`src/rtl/core/fbsd_pkg.sv`:
```
// Package for the field byte stream decoder.
// Holds field kind codes, the queue entry type, byte limits and helpers.
// No dependencies.
package fbsd_pkg;

    localparam int QUEUE_DEPTH_DEF = 4;

    localparam logic [2:0] KIND_BYTE       = 3'd0;
    localparam logic [2:0] KIND_SHORT      = 3'd1;
    localparam logic [2:0] KIND_INT        = 3'd2;
    localparam logic [2:0] KIND_LONG       = 3'd3;
    localparam logic [2:0] KIND_VARINT32   = 3'd4;
    localparam logic [2:0] KIND_VARINT64   = 3'd5;
    localparam logic [2:0] KIND_FALSE_LONG = 3'd6;

    localparam logic [3:0] IDX_MAX       = 4'd15;
    localparam logic [3:0] VARINT32_MAXB = 4'd5;
    localparam logic [3:0] VARINT64_MAXB = 4'd10;

    // one classified byte, front to back
    typedef struct packed {
        logic [7:0] data_byte;
        logic [2:0] kind;
        logic [3:0] idx;
        logic       first;
        logic       last;
    } fbsd_op_t;

    function automatic logic [2:0] norm_kind(input logic [2:0] k);
        logic [2:0] r;
        r = (k == 3'd7) ? KIND_BYTE : k;
        return r;
    endfunction

    function automatic logic [3:0] fixed_len(input logic [2:0] k);
        logic [3:0] r;
        unique case (k)
            KIND_SHORT:      r = 4'd2;
            KIND_INT:        r = 4'd4;
            KIND_LONG:       r = 4'd8;
            KIND_FALSE_LONG: r = 4'd8;
            default:         r = 4'd1;
        endcase
        return r;
    endfunction

    function automatic logic is_varint(input logic [2:0] k);
        return (k == KIND_VARINT32) || (k == KIND_VARINT64);
    endfunction

endpackage

```
`src/rtl/core/fbsd_front.sv`:
```
// Front end: accepts bytes, tracks field boundaries, tags each request.
// Depends on fbsd_pkg.
module fbsd_front (
    input  logic               clk,
    input  logic               rst_n,
    input  logic               push,
    input  logic [7:0]         data_byte,
    input  logic [2:0]         field_kind,
    output fbsd_pkg::fbsd_op_t op
);
    import fbsd_pkg::*;

    logic       in_field_reg, in_field_next;
    logic [2:0] kind_reg, kind_next;
    logic [3:0] cnt_reg, cnt_next;

    logic [2:0] kind_cur;
    logic [3:0] idx_cur;
    logic [4:0] idx_inc;
    logic       last_cur;

    always_comb
    begin
        kind_cur = in_field_reg ? kind_reg : norm_kind(field_kind);
        idx_cur  = in_field_reg ? cnt_reg : 4'd0;
        idx_inc  = {1'b0, idx_cur} + 5'd1;
        if (is_varint(kind_cur))
        begin
            last_cur = ~data_byte[7];
        end
        else
        begin
            last_cur = idx_inc >= {1'b0, fixed_len(kind_cur)};
        end

        op.data_byte = data_byte;
        op.kind      = kind_cur;
        op.idx       = idx_cur;
        op.first     = ~in_field_reg;
        op.last      = last_cur;

        in_field_next = in_field_reg;
        kind_next     = kind_reg;
        cnt_next      = cnt_reg;
        if (push)
        begin
            if (last_cur)
            begin
                in_field_next = 1'b0;
                kind_next     = KIND_BYTE;
                cnt_next      = 4'd0;
            end
            else
            begin
                in_field_next = 1'b1;
                kind_next     = kind_cur;
                cnt_next      = (idx_cur == IDX_MAX) ? IDX_MAX : idx_inc[3:0];
            end
        end
    end

    always_ff @(posedge clk or negedge rst_n)
    begin
        if (!rst_n)
        begin
            in_field_reg <= 1'b0;
            kind_reg     <= KIND_BYTE;
            cnt_reg      <= 4'd0;
        end
        else
        begin
            in_field_reg <= in_field_next;
            kind_reg     <= kind_next;
            cnt_reg      <= cnt_next;
        end
    end

endmodule

```
`src/rtl/core/fbsd_queue.sv`:
```
// Short request queue between front and back end.
// Depends on fbsd_pkg.
module fbsd_queue #(
    parameter int DEPTH = fbsd_pkg::QUEUE_DEPTH_DEF
) (
    input  logic               clk,
    input  logic               rst_n,
    input  logic               push,
    input  fbsd_pkg::fbsd_op_t push_op,
    input  logic               pop,
    output fbsd_pkg::fbsd_op_t head_op,
    output logic               empty,
    output logic               full
);
    import fbsd_pkg::*;

    localparam int PW = (DEPTH > 1) ? $clog2(DEPTH) : 1;
    localparam int CW = $clog2(DEPTH + 1);
    localparam logic [PW-1:0] LAST_PTR = PW'(DEPTH - 1);
    localparam logic [CW-1:0] FULL_CNT = CW'(DEPTH);

    fbsd_op_t      entry_reg [DEPTH];
    logic [PW-1:0] wr_ptr_reg, wr_ptr_next;
    logic [PW-1:0] rd_ptr_reg, rd_ptr_next;
    logic [CW-1:0] cnt_reg, cnt_next;

    always_comb
    begin
        empty   = (cnt_reg == '0);
        full    = (cnt_reg == FULL_CNT);
        head_op = entry_reg[rd_ptr_reg];

        wr_ptr_next = wr_ptr_reg;
        rd_ptr_next = rd_ptr_reg;
        if (push)
        begin
            wr_ptr_next = (wr_ptr_reg == LAST_PTR) ? '0 : wr_ptr_reg + PW'(1);
        end
        if (pop)
        begin
            rd_ptr_next = (rd_ptr_reg == LAST_PTR) ? '0 : rd_ptr_reg + PW'(1);
        end
        unique case ({push, pop})
            2'b10:   cnt_next = cnt_reg + CW'(1);
            2'b01:   cnt_next = cnt_reg - CW'(1);
            default: cnt_next = cnt_reg;
        endcase
    end

    always_ff @(posedge clk)
    begin
        if (push)
        begin
            entry_reg[wr_ptr_reg] <= push_op;
        end
    end

    always_ff @(posedge clk or negedge rst_n)
    begin
        if (!rst_n)
        begin
            wr_ptr_reg <= '0;
            rd_ptr_reg <= '0;
            cnt_reg    <= '0;
        end
        else
        begin
            wr_ptr_reg <= wr_ptr_next;
            rd_ptr_reg <= rd_ptr_next;
            cnt_reg    <= cnt_next;
        end
    end

endmodule

```
`src/rtl/core/fbsd_back.sv`:
```
// Back end: folds requests into the accumulator, holds the output register.
// Depends on fbsd_pkg.
module fbsd_back (
    input  logic               clk,
    input  logic               rst_n,
    input  fbsd_pkg::fbsd_op_t head_op,
    input  logic               empty,
    output logic               pop,
    output logic               out_valid,
    input  logic               out_ready,
    output logic [63:0]        out_value,
    output logic [2:0]         out_kind,
    output logic               out_overlong
);
    import fbsd_pkg::*;

    logic [63:0] acc_reg, acc_next;
    logic        ovl_reg, ovl_next;
    logic        out_valid_reg, out_valid_next;
    logic [63:0] out_value_reg;
    logic [2:0]  out_kind_reg;
    logic        out_ovl_reg;

    logic [63:0] base;
    logic [63:0] group;
    logic [63:0] value;
    logic [6:0]  shamt;
    logic [3:0]  maxb;
    logic        in_range;

    always_comb
    begin
        base     = head_op.first ? 64'd0 : acc_reg;
        shamt    = {head_op.idx, 3'b000} - {3'b000, head_op.idx};
        group    = {57'd0, head_op.data_byte[6:0]} << shamt[5:0];
        maxb     = (head_op.kind == KIND_VARINT32) ? VARINT32_MAXB : VARINT64_MAXB;
        in_range = head_op.idx < maxb;

        acc_next = acc_reg;
        ovl_next = ovl_reg;
        value    = 64'd0;
        if (is_varint(head_op.kind))
        begin
            acc_next = in_range ? (base | group) : base;
            if (head_op.kind == KIND_VARINT32)
            begin
                acc_next[63:32] = 32'd0;
            end
            ovl_next = (head_op.first ? 1'b0 : ovl_reg) | ~in_range;
            value    = acc_next;
        end
        else
        begin
            acc_next = {base[55:0], head_op.data_byte};
            ovl_next = 1'b0;
            value    = acc_next;
            if (head_op.kind == KIND_FALSE_LONG)
            begin
                value[63:32] = 32'd0;
            end
        end

        pop = ~empty & (~head_op.last | ~out_valid_reg | out_ready);

        out_valid_next = out_valid_reg;
        if (pop && head_op.last)
        begin
            out_valid_next = 1'b1;
        end
        else if (out_ready)
        begin
            out_valid_next = 1'b0;
        end
    end

    always_ff @(posedge clk)
    begin
        if (pop)
        begin
            acc_reg <= acc_next;
        end
        if (pop && head_op.last)
        begin
            out_value_reg <= value;
            out_kind_reg  <= head_op.kind;
            out_ovl_reg   <= ovl_next;
        end
    end

    always_ff @(posedge clk or negedge rst_n)
    begin
        if (!rst_n)
        begin
            ovl_reg       <= 1'b0;
            out_valid_reg <= 1'b0;
        end
        else
        begin
            if (pop)
            begin
                ovl_reg <= ovl_next;
            end
            out_valid_reg <= out_valid_next;
        end
    end

    assign out_valid    = out_valid_reg;
    assign out_value    = out_value_reg;
    assign out_kind     = out_kind_reg;
    assign out_overlong = out_ovl_reg;

endmodule

```
`src/rtl/core/field_byte_stream_decoder.sv`:
```
// Field byte stream decoder: varint and big-endian fixed fields, one byte per request.
// A field's result passes through the queue and the back end output register to m_tvalid.
// Throughput: one byte per cycle while s_tready is high; a result waiting on m_tready
// stalls the back end at a field's last byte, and the queue then fills and drops s_tready.
// Reset: rst_n asynchronous, active low; clears field tracking, queue and output valid.
// Depends on fbsd_pkg, fbsd_front, fbsd_queue, fbsd_back.
module field_byte_stream_decoder #(
    parameter int QUEUE_DEPTH = fbsd_pkg::QUEUE_DEPTH_DEF
) (
    input  logic        clk,
    input  logic        rst_n,
    input  logic        s_tvalid,
    output logic        s_tready,
    input  logic [7:0]  s_tdata,   // [7:0] data_byte
    input  logic [2:0]  s_tuser,   // [2:0] field_kind
    output logic        m_tvalid,
    input  logic        m_tready,
    output logic [63:0] m_tdata,   // [63:0] field_value
    output logic [3:0]  m_tuser    // [2:0] decoded_kind, [3] overlong
);
    import fbsd_pkg::*;

    fbsd_op_t front_op;
    fbsd_op_t head_op;
    logic     push;
    logic     pop;
    logic     q_empty;
    logic     q_full;

    assign s_tready = ~q_full;
    assign push     = s_tvalid & ~q_full;

    fbsd_front u_front (
        .clk        (clk),
        .rst_n      (rst_n),
        .push       (push),
        .data_byte  (s_tdata),
        .field_kind (s_tuser),
        .op         (front_op)
    );

    fbsd_queue #(
        .DEPTH (QUEUE_DEPTH)
    ) u_queue (
        .clk     (clk),
        .rst_n   (rst_n),
        .push    (push),
        .push_op (front_op),
        .pop     (pop),
        .head_op (head_op),
        .empty   (q_empty),
        .full    (q_full)
    );

    fbsd_back u_back (
        .clk          (clk),
        .rst_n        (rst_n),
        .head_op      (head_op),
        .empty        (q_empty),
        .pop          (pop),
        .out_valid    (m_tvalid),
        .out_ready    (m_tready),
        .out_value    (m_tdata),
        .out_kind     (m_tuser[2:0]),
        .out_overlong (m_tuser[3])
    );

    a_ovl_varint_only: assert property (@(posedge clk) disable iff (!rst_n)
        m_tvalid && m_tuser[3] |-> m_tuser[2:0] == KIND_VARINT32 ||
                                   m_tuser[2:0] == KIND_VARINT64)
        else $error("overlong flag on a fixed-width field");

    a_no_kind7: assert property (@(posedge clk) disable iff (!rst_n)
        m_tvalid |-> m_tuser[2:0] != 3'd7)
        else $error("undefined kind reported");

    a_narrow_upper_zero: assert property (@(posedge clk) disable iff (!rst_n)
        m_tvalid && (m_tuser[2:0] == KIND_VARINT32 || m_tuser[2:0] == KIND_FALSE_LONG ||
                     m_tuser[2:0] == KIND_INT) |-> m_tdata[63:32] == 32'd0)
        else $error("32-bit field has upper bits set");

    a_byte_upper_zero: assert property (@(posedge clk) disable iff (!rst_n)
        m_tvalid && m_tuser[2:0] == KIND_BYTE |-> m_tdata[63:8] == 56'd0)
        else $error("byte field has upper bits set");

endmodule

```
`config.mk`:
```
export PLATFORM = sky130hd
export DESIGN_NAME = field_byte_stream_decoder
export DESIGN_NICKNAME = d
export VERILOG_FILES = /design/src/rtl/core/fbsd_pkg.sv /design/src/rtl/core/fbsd_front.sv /design/src/rtl/core/fbsd_queue.sv /design/src/rtl/core/fbsd_back.sv /design/src/rtl/core/field_byte_stream_decoder.sv
export SDC_FILE = /design/constraint.sdc
export NUM_CORES = 1
export LEC_CHECK = 0
export ABC_CLOCK_PERIOD_IN_PS = 9700
export BUFFER_PORTS_ARGS = -buffer_cell sky130_fd_sc_hd__buf_2
export CORE_MARGIN = 5
export CORE_UTILIZATION = 60
export DETAILED_ROUTE_END_ITERATION = 8
export GPL_ROUTABILITY_DRIVEN = 0
export GPL_TIMING_DRIVEN = 0
export PLACE_DENSITY = 0.79
export SETUP_SLACK_MARGIN = 0.02
export SLEW_MARGIN = 5
export SYNTH_ARGS = -nofsm -noshare
export SYNTH_HDL_FRONTEND = slang
export SYNTH_SLANG_ARGS = --single-unit
```
`constraint.sdc`:
```
create_clock -name clk -period 9.7 [get_ports clk]
set_input_delay 1.94 -clock clk [delete_from_list [all_inputs] [get_ports clk]]
set_output_delay 1.94 -clock clk [all_outputs]
set_load 0.1 [all_outputs]
```
==> flow_summary.json <==
{
  "core_area_um2": 16600,
  "ys_async_sr_fraction_pct": 7.83,
  "area.sequential_um2": 6430,
  "hpwl_mm": 18.0,
  "synth_edf_count": 200,
  "grt_first_pass_wirelength_mm": 40.0,
  "grt_overflow": 0,
  "numPortBuffers": 84,
  "cp-start-kind": "flip-flop",
  "setup_viol": 0,
  "netlist.area_leader.share_pct": 58.6,
  "slew_headroom_pct": 25.0,
  "fmax_ghz": 0.215,
  "synth_largest_area_cell": "edfxtp_1",
  "crit_required_ps": 9990,
  "row_count": 47,
  "largest_reg_flops": 68,
  "ys.flop_type": "edfxtp_1",
  "finalInstanceArea_um2": 11800,
  "cts-root-buf": "clkbuf_16",
  "r2r_slack_ps": 5050,
  "period_share_pct": 47.9,
  "multi_input_area_um2": 3550,
  "period_needed_ps": 4650,
  "skew_ps": 30.2,
  "ys_ff_latch": 217,
  "grt_max_degree": 70,
  "netlist_area_um2": 10200,
  "cp.arrival_ps": 4940,
  "avgSynthCellArea_um2": 13.3,
  "yosys-top-cells-count": "edfxtp_1, nand2_1, nand3_1",
  "critPathKind": "flip-flop to flip-flop",
  "antenna_found_initial": 0,
  "num_vias": 7541,
  "cts_max_level": 1,
  "clock_path_buffers": 3,
  "clk_pin_slew_ps": 60,
  "holdCritPathClass": "flip-flop to flip-flop",
  "track_usage_pct": 25.5,
  "routedWlPerCell_um": 23.1,
  "numCtsBuffers": 22,
  "layout-drive-gt1-share_pct": 20.8,
  "drv_slew": 0,
  "synthCells": 771,
  "status": "complete, no violations",
  "drtIter0Drc": 1137,
  "cts-resized-gates": 0,
  "cts_tree": "yes",
  "fillers": 1099,
  "hold_buffers": 0,
  "final_nets": 913,
  "holdWs_ps": 487,
  "ant_nets": 0,
  "grt_pass1_vias": 7244,
  "syn_nets": 803,
  "ys_seq_area_share_pct": 62.8,
  "hold_viol": 0,
  "end_kind": "flip-flop",
  "worstPathMaxFanout": 10,
  "cts.sinks": 217,
  "timing.max_cap.violations": 0,
  "synth.most_common_cell": "edfxtp_1",
  "yosysWarnings": 0,
  "clkLatencyLatePin_ps": 530,
  "drt-pass1-iter-count": 7,
  "viasPerCell": 6.75,
  "utilization_pct": 71.0,
  "start_util_pct": 61.6,
  "yosysUniqueCellTypes": 70,
  "fin_tns_setup_ps": 0,
  "cts_setup_buffers": 0,
  "antenna_cells": 0,
  "die_area_um2": 19800,
  "die_y_um": 141,
  "totalWireLength_mm": 25.8,
  "ioPinCount": 85,
  "areaGrowthSynthToFinish_pct": 15.3,
  "dpl_cell_area_um2": 11000,
  "ys_top_cells_by_area": "edfxtp_1, dfrtp_1, mux2i_1",
  "drc": 0,
  "die_w_um": 141,
  "rsz0062_at_grt": "no",
  "tightest_slew_ps": 1110
}
## worst max-delay path, cell delays in order (launching register included)
cell and delay [ps]:
dfrtp_1 370, buf_6 140, buf_6 180, mux4_2 660, nor2b_1 360, clkbuf_1 460
nand2b_1 140, ha_1 320, a21o_1 170, a21oi_1 260, o21ai_0 290, nor2_1 340
nand3_1 340, o22ai_1 410
## kinds of logic after synthesis
kind of cell,after synthesis,share of synthesized area [%]
buffers and inverters,60,2.76
XOR/XNOR,9,0.769
AO/OA/AOI/OAI,178,12.1
flip-flops,217,62.8
adder cells (fa/ha/maj),17,2.15
multiplexers,64,8.35
AND/OR/NAND/NOR,226,11.1
## routing by layer
metal	up-vias	GRT usage, %	part of all wire [%]
li1	3255	-	-
met1	3631	35.4	38
met2	579	40.4	47
met3	76	7.08	13
met4	0	6.53	2.5
met5	-	0	0
## area by class of cell
type / instances / area share, %
repair buffers: 86 / 3.96
multi-input cells: 494 / 30.1
plain buffers: 44 / 1.89
flip-flops and latches: 217 / 54.5
inverters: 16 / 0.509
well taps: 220 / 2.33
clock buffers: 27 / 5.00
clock inverters: 13 / 1.79
## cells in the final DEF, fill, tap and decap left out, drive strengths merged, types with 3 or more instances in the layout
cell type,instances
nor2,34
nor2b,4
o31ai,9
nand2b,4
ha,16
nand3,46
edfxtp,200
clkbuf,55
and3,21
dfrtp,17
nand2,72
o21a,4
a21oi,36
mux2i,36
a221o,4
nand4,12
o211ai,10
a21o,7
and2,10
o22ai,40
nor3,11
a22oi,18
o21ai,21
a211oi,7
mux4,16
bufinv,5
xnor2,4
xor2,5
a32oi,3
inv,20
a31oi,7
buf,102
mux2,12
## path summary, 6_finish.rpt
path	cells past startpoint	startpoint	endpoint
worst max-delay path	13	u_queue.rd_ptr_reg[0]	u_back.acc_reg[8]
worst min-delay path	2	u_front.kind_reg[2]	u_front.kind_reg[2]
worst max register to register	13	u_queue.rd_ptr_reg[0]	u_back.acc_reg[8]
worst min register to register	2	u_front.kind_reg[2]	u_front.kind_reg[2]
max in group asynchronous	1	rst_n	u_queue.rd_ptr_reg[0]
min in group asynchronous	1	rst_n	u_back.ovl_reg
## per-stage QoR
step / std cells / worst slack (ps)
4_1_cts: 1117 / 5180
3_3_place_gp: 1075 / -644
2_1_floorplan: 771 / 1600
5_1_grt: 1117 / 4790
6_report: 1117 / 5050
3_5_place_dp: 1077 / 4900
Power is not shown: default switching activity piles up to over one toggle a cycle in this logic, so the estimate is an artifact.
